`src/rtl/bpci_pkg.sv`:
```
// Package: curve tables, widths and pipeline constants of the battery level lookup.
package bpci_pkg;

    // Curve points in use; entries from this index on are ignored by the search.
    localparam int CURVE_POINTS = 12;
    localparam int TABLE_SLOTS  = 16;
    localparam int PTS          = (CURVE_POINTS > TABLE_SLOTS) ? TABLE_SLOTS : CURVE_POINTS;
    localparam int IDX_W        = $clog2(TABLE_SLOTS);

    // Field and datapath widths
    localparam int RAW_W  = 16;
    localparam int MV_W   = 16;
    localparam int PCT_W  = 8;
    localparam int LVL_W  = 7;
    // Voltage step between neighbor points fits here (largest step is 1585 mV)
    localparam int VD_W   = 11;
    localparam int PROD_W = VD_W + PCT_W;
    // Quotient bits: the share is always below the percent gap
    localparam int QW     = PCT_W;
    // Edges from the accepting edge to the edge that takes the result
    localparam int PIPE_LAT = QW + 4;

    localparam logic [MV_W-1:0]  OFFSET_MV   = MV_W'(16'h0096);
    localparam logic [MV_W-1:0]  FLOOR_MV    = MV_W'(1515);
    localparam logic [PCT_W:0]   CAP_PERCENT = (PCT_W+1)'(100);
    localparam logic [PCT_W-1:0] MIN_PERCENT = PCT_W'(1);

    // Curve: descending voltages and their percents, padded to full depth
    localparam logic [MV_W-1:0] MV_TAB [TABLE_SLOTS] = '{
        16'd4150, 16'd4050, 16'd3920, 16'd3850, 16'd3750, 16'd3680, 16'd3640, 16'd3600,
        16'd3570, 16'd3500, 16'd3100, 16'd1515, 16'd0, 16'd0, 16'd0, 16'd0
    };

    localparam logic [PCT_W-1:0] PCT_TAB [TABLE_SLOTS] = '{
        8'd100, 8'd90, 8'd80, 8'd70, 8'd60, 8'd50, 8'd40, 8'd30,
        8'd20, 8'd10, 8'd3, 8'd1, 8'd1, 8'd1, 8'd1, 8'd1
    };

endpackage

```
`src/rtl/battery_percent_curve_interp_core.sv`:
```
// Battery charge level from one ADC reading by piecewise-linear curve lookup.
// Throughput: one reading per cycle; busy is never raised and start is taken every cycle.
// Pipeline: o_done carries the result after these registered stages, in order:
//   millivolt form, curve search, step select and multiply, 8 one-bit divide stages, cap.
// The result strobe lasts one cycle; the receiver cannot stall, so no skid storage.
// Reset (i_rst_n low, synchronous) clears all stage valid bits; items in flight are dropped.
module battery_percent_curve_interp_core import bpci_pkg::*; (
    input  logic                    i_clk,
    input  logic                    i_rst_n,
    input  logic                    start,
    input  logic signed [RAW_W-1:0] i_raw_sample,
    output logic                    busy,
    output logic                    o_done,
    output logic        [LVL_W-1:0] o_level_percent
);

    logic accept;

    // Stage A: millivolt value
    logic            r_a_vld;
    logic [MV_W-1:0] r_a_mv;
    logic [MV_W-1:0] n_a_mv;

    // Stage B: curve search
    logic             r_b_vld;
    logic [MV_W-1:0]  r_b_mv;
    logic [IDX_W-1:0] r_b_idx;
    logic             r_b_one;
    logic [IDX_W-1:0] n_b_idx;
    logic             n_b_found;
    logic             n_b_one;

    // Stage C: segment select and multiply
    logic [IDX_W-1:0]  c_up;
    logic [MV_W-1:0]   c_lo;
    logic [MV_W-1:0]   c_hi;
    logic [PCT_W-1:0]  c_pct;
    logic [PCT_W-1:0]  c_phi;
    logic              n_c_interp;
    logic [VD_W-1:0]   n_c_vdiff;
    logic [VD_W-1:0]   n_c_span;
    logic [PCT_W-1:0]  n_c_gap;
    logic [PCT_W-1:0]  n_c_base;
    logic [PROD_W-1:0] n_c_prod;

    // Divide stages; entry 0 is the multiply register
    logic              r_d_vld    [QW+1];
    logic [PROD_W-1:0] r_d_rem    [QW+1];
    logic [QW-1:0]     r_d_q      [QW+1];
    logic [VD_W-1:0]   r_d_span   [QW+1];
    logic [PCT_W-1:0]  r_d_gap    [QW+1];
    logic [PCT_W-1:0]  r_d_base   [QW+1];
    logic              r_d_interp [QW+1];
    logic              n_d_ge     [QW];
    logic [PROD_W-1:0] n_d_trial  [QW];

    // Final stage: clamp, add, cap
    logic [PCT_W-1:0] f_add;
    logic [PCT_W:0]   f_sum;
    logic [LVL_W-1:0] n_out_lvl;
    logic             r_out_vld;
    logic [LVL_W-1:0] r_out_lvl;

    // No back-pressure anywhere: a new reading is taken every cycle
    assign busy   = 1'b0;
    assign accept = start && !busy;

    // Millivolts: 2*raw + offset, wrapped to 16 bits
    assign n_a_mv = {i_raw_sample[RAW_W-2:0], 1'b0} + OFFSET_MV;

    // First point from the top whose voltage is not above the value
    always_comb begin
        n_b_idx   = '0;
        n_b_found = 1'b0;
        for (int k = TABLE_SLOTS - 1; k >= 0; k--) begin
            if (k < PTS && MV_TAB[k] <= r_a_mv) begin
                n_b_idx   = IDX_W'(k);
                n_b_found = 1'b1;
            end
        end
        n_b_one = (r_a_mv <= FLOOR_MV) || !n_b_found;
    end

    // Segment bounds, share numerator and divisor
    always_comb begin
        c_up       = r_b_idx - IDX_W'(1);
        c_lo       = MV_TAB[r_b_idx];
        c_hi       = MV_TAB[c_up];
        c_pct      = PCT_TAB[r_b_idx];
        c_phi      = PCT_TAB[c_up];
        n_c_interp = !r_b_one && (r_b_idx != '0) && (r_b_mv != c_lo) &&
                     (c_hi > c_lo) && (c_phi >= c_pct);
        n_c_vdiff  = VD_W'(r_b_mv - c_lo);
        n_c_span   = VD_W'(c_hi - c_lo);
        n_c_gap    = c_phi - c_pct;
        n_c_base   = r_b_one ? MIN_PERCENT : c_pct;
        n_c_prod   = PROD_W'(n_c_vdiff) * PROD_W'(n_c_gap);
    end

    // Restoring division, one quotient bit per stage, MSB first
    for (genvar s = 0; s < QW; s++) begin : g_div
        localparam int B = QW - 1 - s;

        assign n_d_trial[s] = PROD_W'(r_d_span[s]) << B;
        assign n_d_ge[s]    = r_d_rem[s] >= n_d_trial[s];

        always_ff @(posedge i_clk) begin
            if (!i_rst_n) begin
                r_d_vld[s+1] <= 1'b0;
            end else begin
                r_d_vld[s+1] <= r_d_vld[s];
            end
        end

        always_ff @(posedge i_clk) begin
            r_d_rem[s+1]    <= n_d_ge[s] ? (r_d_rem[s] - n_d_trial[s]) : r_d_rem[s];
            r_d_q[s+1]      <= r_d_q[s] | (QW'(n_d_ge[s]) << B);
            r_d_span[s+1]   <= r_d_span[s];
            r_d_gap[s+1]    <= r_d_gap[s];
            r_d_base[s+1]   <= r_d_base[s];
            r_d_interp[s+1] <= r_d_interp[s];
        end
    end

    // Share clamped to the gap, result capped at 100
    always_comb begin
        f_add = '0;
        if (r_d_interp[QW]) begin
            f_add = (r_d_q[QW] > r_d_gap[QW]) ? r_d_gap[QW] : r_d_q[QW];
        end
        f_sum     = {1'b0, r_d_base[QW]} + {1'b0, f_add};
        n_out_lvl = (f_sum > CAP_PERCENT) ? LVL_W'(CAP_PERCENT) : LVL_W'(f_sum);
    end

    // Stage valid bits
    always_ff @(posedge i_clk) begin
        if (!i_rst_n) begin
            r_a_vld    <= 1'b0;
            r_b_vld    <= 1'b0;
            r_d_vld[0] <= 1'b0;
            r_out_vld  <= 1'b0;
        end else begin
            r_a_vld    <= accept;
            r_b_vld    <= r_a_vld;
            r_d_vld[0] <= r_b_vld;
            r_out_vld  <= r_d_vld[QW];
        end
    end

    // Stage payload
    always_ff @(posedge i_clk) begin
        r_a_mv        <= n_a_mv;
        r_b_mv        <= r_a_mv;
        r_b_idx       <= n_b_idx;
        r_b_one       <= n_b_one;
        r_d_rem[0]    <= n_c_prod;
        r_d_q[0]      <= '0;
        r_d_span[0]   <= n_c_span;
        r_d_gap[0]    <= n_c_gap;
        r_d_base[0]   <= n_c_base;
        r_d_interp[0] <= n_c_interp;
        r_out_lvl     <= n_out_lvl;
    end

    assign o_done          = r_out_vld;
    assign o_level_percent = r_out_lvl;

endmodule

```
`config.mk`:
```
export PLATFORM = sky130hd
export DESIGN_NAME = battery_percent_curve_interp_core
export DESIGN_NICKNAME = d
export VERILOG_FILES = /design/src/rtl/bpci_pkg.sv /design/src/rtl/battery_percent_curve_interp_core.sv
export SDC_FILE = /design/constraint.sdc
export NUM_CORES = 1
export LEC_CHECK = 0
export BUFFER_PORTS_ARGS = -buffer_cell sky130_fd_sc_hd__buf_2
export CAP_MARGIN = 20
export CORE_MARGIN = 5
export CORE_UTILIZATION = 30
export CTS_BUF_LIST = sky130_fd_sc_hd__clkbuf_16
export CTS_CLUSTER_DIAMETER = 80
export DETAILED_ROUTE_END_ITERATION = 8
export PLACE_DENSITY_LB_ADDON = 0.3
export SLEW_MARGIN = 30
export SYNTH_ARGS = -nofsm -noshare
export SYNTH_HDL_FRONTEND = slang
export SYNTH_SLANG_ARGS = --single-unit
```
`constraint.sdc`:
```
create_clock -name i_clk -period 13.2 [get_ports i_clk]
set_input_delay 0.66 -clock i_clk [delete_from_list [all_inputs] [get_ports i_clk]]
set_output_delay 0.66 -clock i_clk [all_outputs]
set_load 0.02 [all_outputs]
```
; Word-level counts from Yosys, hierarchy flattened
; Memories as Yosys holds them, arrays and structs flattened. A register that Yosys moved wholly into a read port is not among the register bits.
; Index checks and enable logic that the tools add are counted.
[word_totals]
reg_bits = 46
ramBits = 504
inputBits = 19
output_inout_bits = 9
n_memories = 11
mem_bits_ro = 768
[mem_list]
columns = name, words, width, rd, rd_ports_with_merged_regs, write_ports, line
row1 = (name not given), 16, 16, 1, 0, 0, battery_percent_curve_interp_core.sv:88  ; c_hi = MV_TAB[c_up];
row2 = (name not given), 16, 16, 1, 0, 0, battery_percent_curve_interp_core.sv:87  ; c_lo = MV_TAB[r_b_idx];
row3 = r_d_rem, 9, 19, 8, 0, 9, battery_percent_curve_interp_core.sv:48  ; logic [PROD_W-1:0] r_d_rem [QW+1];
row4 = (name not given), 16, 8, 1, 0, 0, battery_percent_curve_interp_core.sv:90  ; c_phi = PCT_TAB[c_up];
row5 = (name not given), 16, 8, 1, 0, 0, battery_percent_curve_interp_core.sv:89  ; c_pct = PCT_TAB[r_b_idx];
row6 = r_d_span, 9, 11, 8, 0, 9, battery_percent_curve_interp_core.sv:50  ; logic [VD_W-1:0] r_d_span [QW+1];
row7 = +5 memories, n/a, n/a, n/a, n/a, n/a, n/a
[op_classes]
addsub = 14
n_eq_ne = 1
magnitude_cmp = 27
reduce_logical = 12
multipliers = 1
n_bitwise = 19
mux = 53
[ops]
columns = cell, count
row1 = $le A12 B16 Y1 const A, 10
row2 = $mux W19, 8
row3 = $mux W16, 4
row4 = $mux W8, 7
row5 = $mux W1, 24
row6 = $sub A11 B11 Y11, 2
row7 = $ge A19 B11 Y1, 1
row8 = $ge A19 B12 Y1, 1
row9 = $ge A19 B13 Y1, 1
row10 = $ge A19 B14 Y1, 1
row11 = $ge A19 B15 Y1, 1
row12 = $ge A19 B16 Y1, 1
row13 = $ge A19 B17 Y1, 1
row14 = $ge A19 B18 Y1, 1
row15 = $mul A11 B8 Y19, 1
row16 = $sub A19 B11 Y19, 1
row17 = $sub A19 B12 Y19, 1
row18 = $sub A19 B13 Y19, 1
row19 = $sub A19 B14 Y19, 1
row20 = $sub A19 B15 Y19, 1
row21 = $sub A19 B16 Y19, 1
row22 = $sub A19 B17 Y19, 1
row23 = $sub A19 B18 Y19, 1
row24 = $add A16 B8 Y16 const B, 1
row25 = other kinds (32), 54

; Logic depth before layout (Yosys ltp)
; Gate-level depths: netlist of the first run.
[logic_depth]
word_depth = 15
ltp_mapped = 34
mapped_depth_nobuf = 32

; Worst setup path before layout of the first run
; No wires, ideal clock.
[synth_timing]
path_type = reg-to-reg
startpoint = reg r_b_idx[0]
endpoint = mem r_d_rem[0][17] in the netlist's numbering
setup_ps = 72
path_slack_ps = 6108
period_less_slack_ps = 7092
stages_incl_launch_ff = 34
path_buffers = 2
arrival_time_ps = 7020
cell_sequence = dfxtp_1 inv_1 ha_1 inv_1 ha_1 clkbuf_1 inv_1 o21ai_0 a21oi_1 ha_1 nor2b_1 o21ai_0 nand2b_1 a21o_1 a21o_1 a31o_2 clkbuf_1 inv_1 nand2_1 fa_1 fa_1 inv_1 fa_1 inv_1 fa_1 inv_1 ha_1 o21a_1 o31a_1 o41ai_1 a31oi_1 a21o_1 a21oi_1 xnor2_1
[synth_rtl]
columns = item, line
row1 = start: declaration, battery_percent_curve_interp_core.sv:27  ; logic [IDX_W-1:0] r_b_idx;
row2 = start signal: assignment, battery_percent_curve_interp_core.sv:154  ; r_b_idx <= n_b_idx;
row3 = end: declaration, battery_percent_curve_interp_core.sv:48

==> results of run 1 <==
[final timing paths]
path	from	to	slack, ns	cells after the start
worst max-delay path	r_b_idx[2]$_SDFF_PP0_	r_d_rem[0][17]$_DFF_P_	5.01	29
worst min-delay path	i_raw_sample[14]	r_a_mv[15]$_DFF_P_	0.26	2
worst max register to register	r_b_idx[2]$_SDFF_PP0_	r_d_rem[0][17]$_DFF_P_	5.01	29
worst min register to register	r_d_gap[0][12]$_DFF_P_	r_d_gap[0][20]$_DFF_P_	0.32	0
[per-layer routing]
metal,routed length [um],up-vias
met5,0,-
met4,1308,0
met2,21410,271
met3,1723,80
li1,-,7355
met1,19180,6786
[cell usage after synthesis (all sizes together) (28+ instances only)]
library cell / number / area (um^2)
nand2b: 35 / 219.0
o21ai: 103 / 515.5
nand2: 112 / 420.4
nor3: 41 / 221.5
clkbuf: 28 / 106.4
nor2b: 28 / 182.7
xnor2: 62 / 543.0
a21o: 40 / 300.3
nand3: 36 / 180.2
dfxtp: 474 / 9489
ha: 184 / 2302
a21oi: 106 / 530.5
inv: 240 / 900.9
xor2: 56 / 490.5
nor2: 188 / 705.7
fa: 65 / 1301
[through the flow]
step / std cells / hold WS (ns) / cell area [um^2] / utilization [%]
after floorplan: 2140 / 0.3096 / 21110 / -
after global placement: 3075 / 0.3102 / 22310 / 31.91
after detailed placement: 3075 / 0.3121 / 22310 / 31.92
after CTS: 3164 / 0.2225 / 23840 / 34.10
after global routing: 3164 / 0.2329 / 23860 / 34.13
final: 3164 / 0.2618 / 23860 / 34.13
[sequential cells by signal (all words and copies together), names as in the netlist, 4 cells and up]
name and flops:
r_b_mv 15, r_d_gap 72, r_d_interp 9, r_d_span 88, r_b_idx 4, r_d_vld 9
r_a_mv 15, r_d_rem 152, o_level_percent 7, r_d_q 36, r_d_base 63
[final cells by class]
cell class / instances / area [um^2]
tap: 940 / 1176
inverter: 241 / 904.6
fill: 7100 / 46050
clock buffer: 48 / 1201
clock inverter: 41 / 329.1
sequential: 474 / 9489
timing repair buffer: 35 / 200.2
multi-input combinational: 1385 / 10560
[kinds of logic after synthesis]
family                     after synthesis  share of synthesized area (%)
xor gates and xnor gates               118                          4.896
AOI/OAI and AO/OA                      403                          12.27
adders and majority gates              249                          17.07
DFF                                    474                          44.96
other                                    1                        0.01777
and+or+nand+nor                        575                          13.72
buffers and inverters                  281                          5.110
muxes                                   39                          1.962
==> impl_metrics.csv, run 1 <==
group,metric,value,unit
status,status,"completed",
synthesis,postSynthNetCount,2408,
setup_path,start_to_end_type_of_the_worst_setup_path,"reg2reg",
run,cap_viol_max_count,0,
synthesis,ys_warn_count,0,
setup_path,slowest_delay,0.74,ns
timing,unrepaired_setup_endpoints_after_global_routing,"false",
drt,num_vias,14490,
setup_path,critical_path_buf_inv_count,6,
synthesis,post_synthesis_cell_area,21110,um^2
setup_path,setup.worst_path.start_class,"flip-flop",
floorplan,std_cell_rows,97,
setup_path,cp_max_fo,19,
clock_network,clk_transition_reported_paths,0.06,ns
global_route,grt_pass1_wl,72640,um
placement,dp_worst_setup_slack,5.105,ns
setup_path,cp_top_family,"adder cells",
synthesis,postSynth.asyncResetShare,0,%
setup_path,crit_slowest_cell,"sky130_fd_sc_hd__dfxtp_1",
clock_network,cts.htree.levels,2,
floorplan,fp.coreArea,69910,um^2
timing,finClkSkew,0.02789,ns
floorplan,floorplan.initialDensity,30.19,%
timing,worst_slew_pin_slew,0.9940,ns
floorplan,dieHeight,275.3,um
global_route,grtUsageMet3,1.947,%
floorplan,ios,28,
timing,final_setup_viols,0,
clock_network,cts_tree,"done",
synthesis,synth-edff-count,0,
setup_path,worstPathArrival,8.71,ns
synthesis,ys_types,85,
timing,period_needed,8.188,ns
synthesis,synth.avg_cell_area,9.863,um^2
cells_and_area,nNetsFinal,2453,
clock_network,hold_buffers,0,
placement,detailed_place_hpwl,33780,um
global_route,groute.usage.overall,11.50,%
worst_hold_path,hold_path.class,"in2reg",
floorplan,dieWidth,275.3,um
clock_network,cts_root_buffer,"sky130_fd_sc_hd__clkbuf_16",
setup_path,worst_path_most_repeated_cell,"sky130_fd_sc_hd__inv_1",
synthesis,postSynthCellCount,2140,
placement,gp_congestion,0.8911,
timing,layout_worst_path_cycle_share,62.03,%
clock_network,cts_buffers,48,
floorplan,overall_die_area,75760,um^2
synthesis,synth_top_flop_cell,"sky130_fd_sc_hd__dfxtp_1",
clock_network,postCtsSetupRepairBufs,0,
clock_network,cts_max_path_buffers,3,
clock_network,post_cts_resized,0,
synthesis,synth.yosys.seq_area_share,44.96,%
drt,route.detailed.drc,0,
cells_and_area,layout-drive-gt1-share,7.689,%
global_route,grt.met2_usage,20.59,%
global_route,busiest_layer,"met2",
drt,route.final.wire_length,43620,um
cells_and_area,final_common_cell,"sky130_fd_sc_hd__dfxtp_1",
setup_path,endpoint_kind,"flip-flop",
drt,drt-pass1-iter-count,6,
timing,final_hold_viol_count,0,
drt,first_iter_violations,669,
drt,drt-vias-per-instance,4.580,
synthesis,synth_seq_cells,474,
drt,antenna_violating_nets_left,0,
placement,numPortBuffers,25,
cells_and_area,area_delta_synth_final,13.03,%
timing,relSlewSlack,33.26,%
global_route,grt_overflow_total,0,
cells_and_area,antenna-diode-count,0,
global_route,number_of_antenna_violations_at_the_first_check_in_global_routing,0,
timing,max_freq,122.1,MHz
cells_and_area,mostFrequentLayoutCells,"sky130_fd_sc_hd__dfxtp_1, sky130_fd_sc_hd__inv_1, sky130_fd_sc_hd__nor2_1, sky130_fd_sc_hd__ha_1, sky130_fd_sc_hd__nand2_1",
global_route,via_count_of_the_first_global_routing_pass,14790,
timing,timing.final.ws_setup,5.012,ns
timing,totalNegativeSetupSlack,0,ns
timing,timing_max_transition_violations_final,0,
setup_path,crit_required,13.72,ns
clock_network,clock-sinks,474,
global_route,grt_start_max_net_pins,23,
clock_network,worst_skew_pair.late_latency,0.59,ns
drt,avgRoutedWirePerCell,13.79,um
global_route,globalRouteMet1Util,13.91,%
Power of run 1 is left out: the tool's default activity adds up to more than one toggle a clock period on the data nets, which glitch-free logic cannot reach.
==> run 2: changes to the inputs <==
==> constraint.sdc (replaced) <==
create_clock -name i_clk -period 7.7 [get_ports i_clk]
set_input_delay 0.385 -clock i_clk [delete_from_list [all_inputs] [get_ports i_clk]]
set_output_delay 0.385 -clock i_clk [all_outputs]
set_load 0.02 [all_outputs]
==> run 2 against run 1 <==
  * Cell count is 0.82% higher
  * Highest routed layer unchanged
  * Routed wire length is 1.8% higher
  * Die area stayed put
  * Core utilization is 0.50 points higher
  * Cell area is 1.5% higher
  * Largest cell class unchanged
  * Critical endpoint unchanged
  * Critical path type unchanged
==> impl_metrics.csv, run 2 (same netlist as run 1, synthesis figures left out) <==
group,metric,value,unit
status,status,"completed",
setup_path,setup.worst_path.start_class,"flip-flop",
global_route,groute.usage.overall,11.78,%
timing,finClkSkew,0.02769,ns
clock_network,cts_tree,"done",
setup_path,crit_required,8.16,ns
worst_hold_path,min_delay_path_depth,2,
drt,num_vias,14560,
cells_and_area,largestRegisters,"r_d_rem x152, r_d_span x88, r_d_gap x72",
setup_path,rr_worst_depth,27,
clock_network,cts_max_path_buffers,3,
setup_path,r2r_start,"r_b_idx[1]$_SDFF_PP0_",
floorplan,fp.coreArea,69910,um^2
timing,relSlewSlack,45.42,%
timing,totalNegativeSetupSlack,0,ns
clock_network,worst_skew_pair.late_latency,0.59,ns
cells_and_area,register_with_the_most_flip_flops,"r_d_rem",
timing,final_hold_viol_count,0,
drt,route.final.wire_length,44400,um
global_route,grt_pass1_wl,74130,um
cells_and_area,nNetsFinal,2478,
drt,route.detailed.drc,0,
setup_path,worst_r2r_dst,"r_d_rem[0][17]$_DFF_P_",
cells_and_area,area_delta_synth_final,14.68,%
global_route,grt_start_max_net_pins,28,
floorplan,dieHeight,275.3,um
clock_network,clock-sinks,474,
floorplan,overall_die_area,75760,um^2
setup_path,r2r_setup_slack,0.48,ns
timing,layout_worst_path_cycle_share,93.71,%
placement,gp_congestion,0.8434,
clock_network,cts_buffers,49,
setup_path,worst_setup_path_startpoint,"r_b_idx[1]$_SDFF_PP0_",
drt,antenna_violating_nets_left,0,
drt,drt-vias-per-instance,4.565,
placement,numPortBuffers,25,
timing,timing_max_transition_violations_final,0,
clock_network,cts.htree.levels,2,
placement,detailed_place_hpwl,34720,um
drt,first_iter_violations,915,
run,cap_viol_max_count,0,
clock_network,cts_root_buffer,"sky130_fd_sc_hd__clkbuf_16",
setup_path,endpoint_kind,"flip-flop",
cells_and_area,final_core_util,34.63,%
cells_and_area,mostFrequentLayoutCells,"sky130_fd_sc_hd__dfxtp_1, sky130_fd_sc_hd__inv_1, sky130_fd_sc_hd__nor2_1, sky130_fd_sc_hd__ha_1, sky130_fd_sc_hd__nand2_1",
setup_path,start_to_end_type_of_the_worst_setup_path,"reg2reg",
cells_and_area,final_common_cell,"sky130_fd_sc_hd__dfxtp_1",
floorplan,std_cell_rows,97,
worst_hold_path,hold_path.class,"in2reg",
setup_path,cp_max_fo,8,
timing,max_freq,138.6,MHz
setup_path,worstPathArrival,7.67,ns
floorplan,dieWidth,275.3,um
cells_and_area,largest_register_ff_count,152,
global_route,grt_overflow_total,0,
cells_and_area,layout-drive-gt1-share,8.759,%
setup_path,setup.worst_path.end,"r_d_rem[0][17]$_DFF_P_",
floorplan,ios,28,
timing,period_needed,7.216,ns
global_route,via_count_of_the_first_global_routing_pass,15040,
timing,worst_slew_pin_slew,0.8167,ns
timing,unrepaired_setup_endpoints_after_global_routing,"false",
timing,final_setup_viols,0,
global_route,number_of_antenna_violations_at_the_first_check_in_global_routing,1,
clock_network,clk_transition_reported_paths,0.06,ns
floorplan,floorplan.initialDensity,30.19,%
drt,avgRoutedWirePerCell,13.92,um
drt,drt-pass1-iter-count,5,
-- run 2: critical path, stage by stage, from the launching register on --
cell	delay, ns
sky130_fd_sc_hd__dfxtp_2	0.38
sky130_fd_sc_hd__inv_1	0.13
sky130_fd_sc_hd__ha_1	0.38
sky130_fd_sc_hd__inv_1	0.14
sky130_fd_sc_hd__a21oi_1	0.16
sky130_fd_sc_hd__o32a_1	0.21
sky130_fd_sc_hd__inv_1	0.07
sky130_fd_sc_hd__fa_1	0.43
sky130_fd_sc_hd__nor2b_1	0.12
sky130_fd_sc_hd__o21ai_0	0.13
sky130_fd_sc_hd__a211oi_1	0.32
sky130_fd_sc_hd__o22ai_1	0.20
sky130_fd_sc_hd__xor2_1	0.61
sky130_fd_sc_hd__nor2_1	0.16
sky130_fd_sc_hd__fa_1	0.58
sky130_fd_sc_hd__fa_1	0.44
sky130_fd_sc_hd__fa_1	0.56
sky130_fd_sc_hd__inv_1	0.06
sky130_fd_sc_hd__fa_1	0.56
sky130_fd_sc_hd__inv_1	0.05
sky130_fd_sc_hd__ha_1	0.35
sky130_fd_sc_hd__nand2_1	0.08
sky130_fd_sc_hd__nor3_1	0.23
sky130_fd_sc_hd__o41ai_2	0.13
sky130_fd_sc_hd__a31oi_1	0.24
sky130_fd_sc_hd__a21o_1	0.16
sky130_fd_sc_hd__a21oi_1	0.07
sky130_fd_sc_hd__xnor2_1	0.13
-- run 2: through the flow --
step,hold slack [ns],cell area (um^2),cells,worst slack (ns)
after global routing,0.01082,24200,3189,0.01832
final,0.03475,24210,3190,0.4844
after floorplan,0.3096,21110,2140,0.6081
after CTS,0.001875,24170,3189,0.1944
after global placement,0.3102,22420,3090,0.3392
after detailed placement,0.3121,22420,3090,0.2258
-- run 2: repair_timing --
item                                    CTS  global route
endpoints found under the setup margin    0             7
endpoints found under the hold margin     9             0
resized for setup                         0             8
setup buffers                             0             0
hold buffers                              9             0
-- run 2: layout make-up --
class	count	area [um^2]
multi-input cells	1385	10570
well taps	940	1176
fillers	7093	45700
flip-flops and latches	474	9490
clock buffers	49	1226
diodes	1	2.502
inverters	241	904.6
repair buffers	59	402.9
clock inverters	41	432.9
-- run 2: how the worst min path moves through the flow --
stage	startpoint	end	slack, ns
final	i_raw_sample[12]	r_a_mv[13]$_DFF_P_	0.03
after floorplan	r_d_base[0][0]$_SDFF_PP1_	r_d_base[1][0]$_DFF_P_	0.31
after global placement	r_d_base[3][2]$_DFF_P_	r_d_base[4][2]$_DFF_P_	0.31
after CTS	i_raw_sample[12]	r_a_mv[13]$_DFF_P_	0.002
after global routing	i_raw_sample[12]	r_a_mv[13]$_DFF_P_	0.01
after detailed placement	r_d_base[1][0]$_DFF_P_	r_d_base[2][0]$_DFF_P_	0.31
-- run 2: layer usage --
metal  share of wire [%]  track usage, %
met5                   0               0
met4                 3.2           4.161
met3                 4.0           2.191
met2                  50           21.35
met1                  43           13.92
Power of run 2 is left out for the same reason.
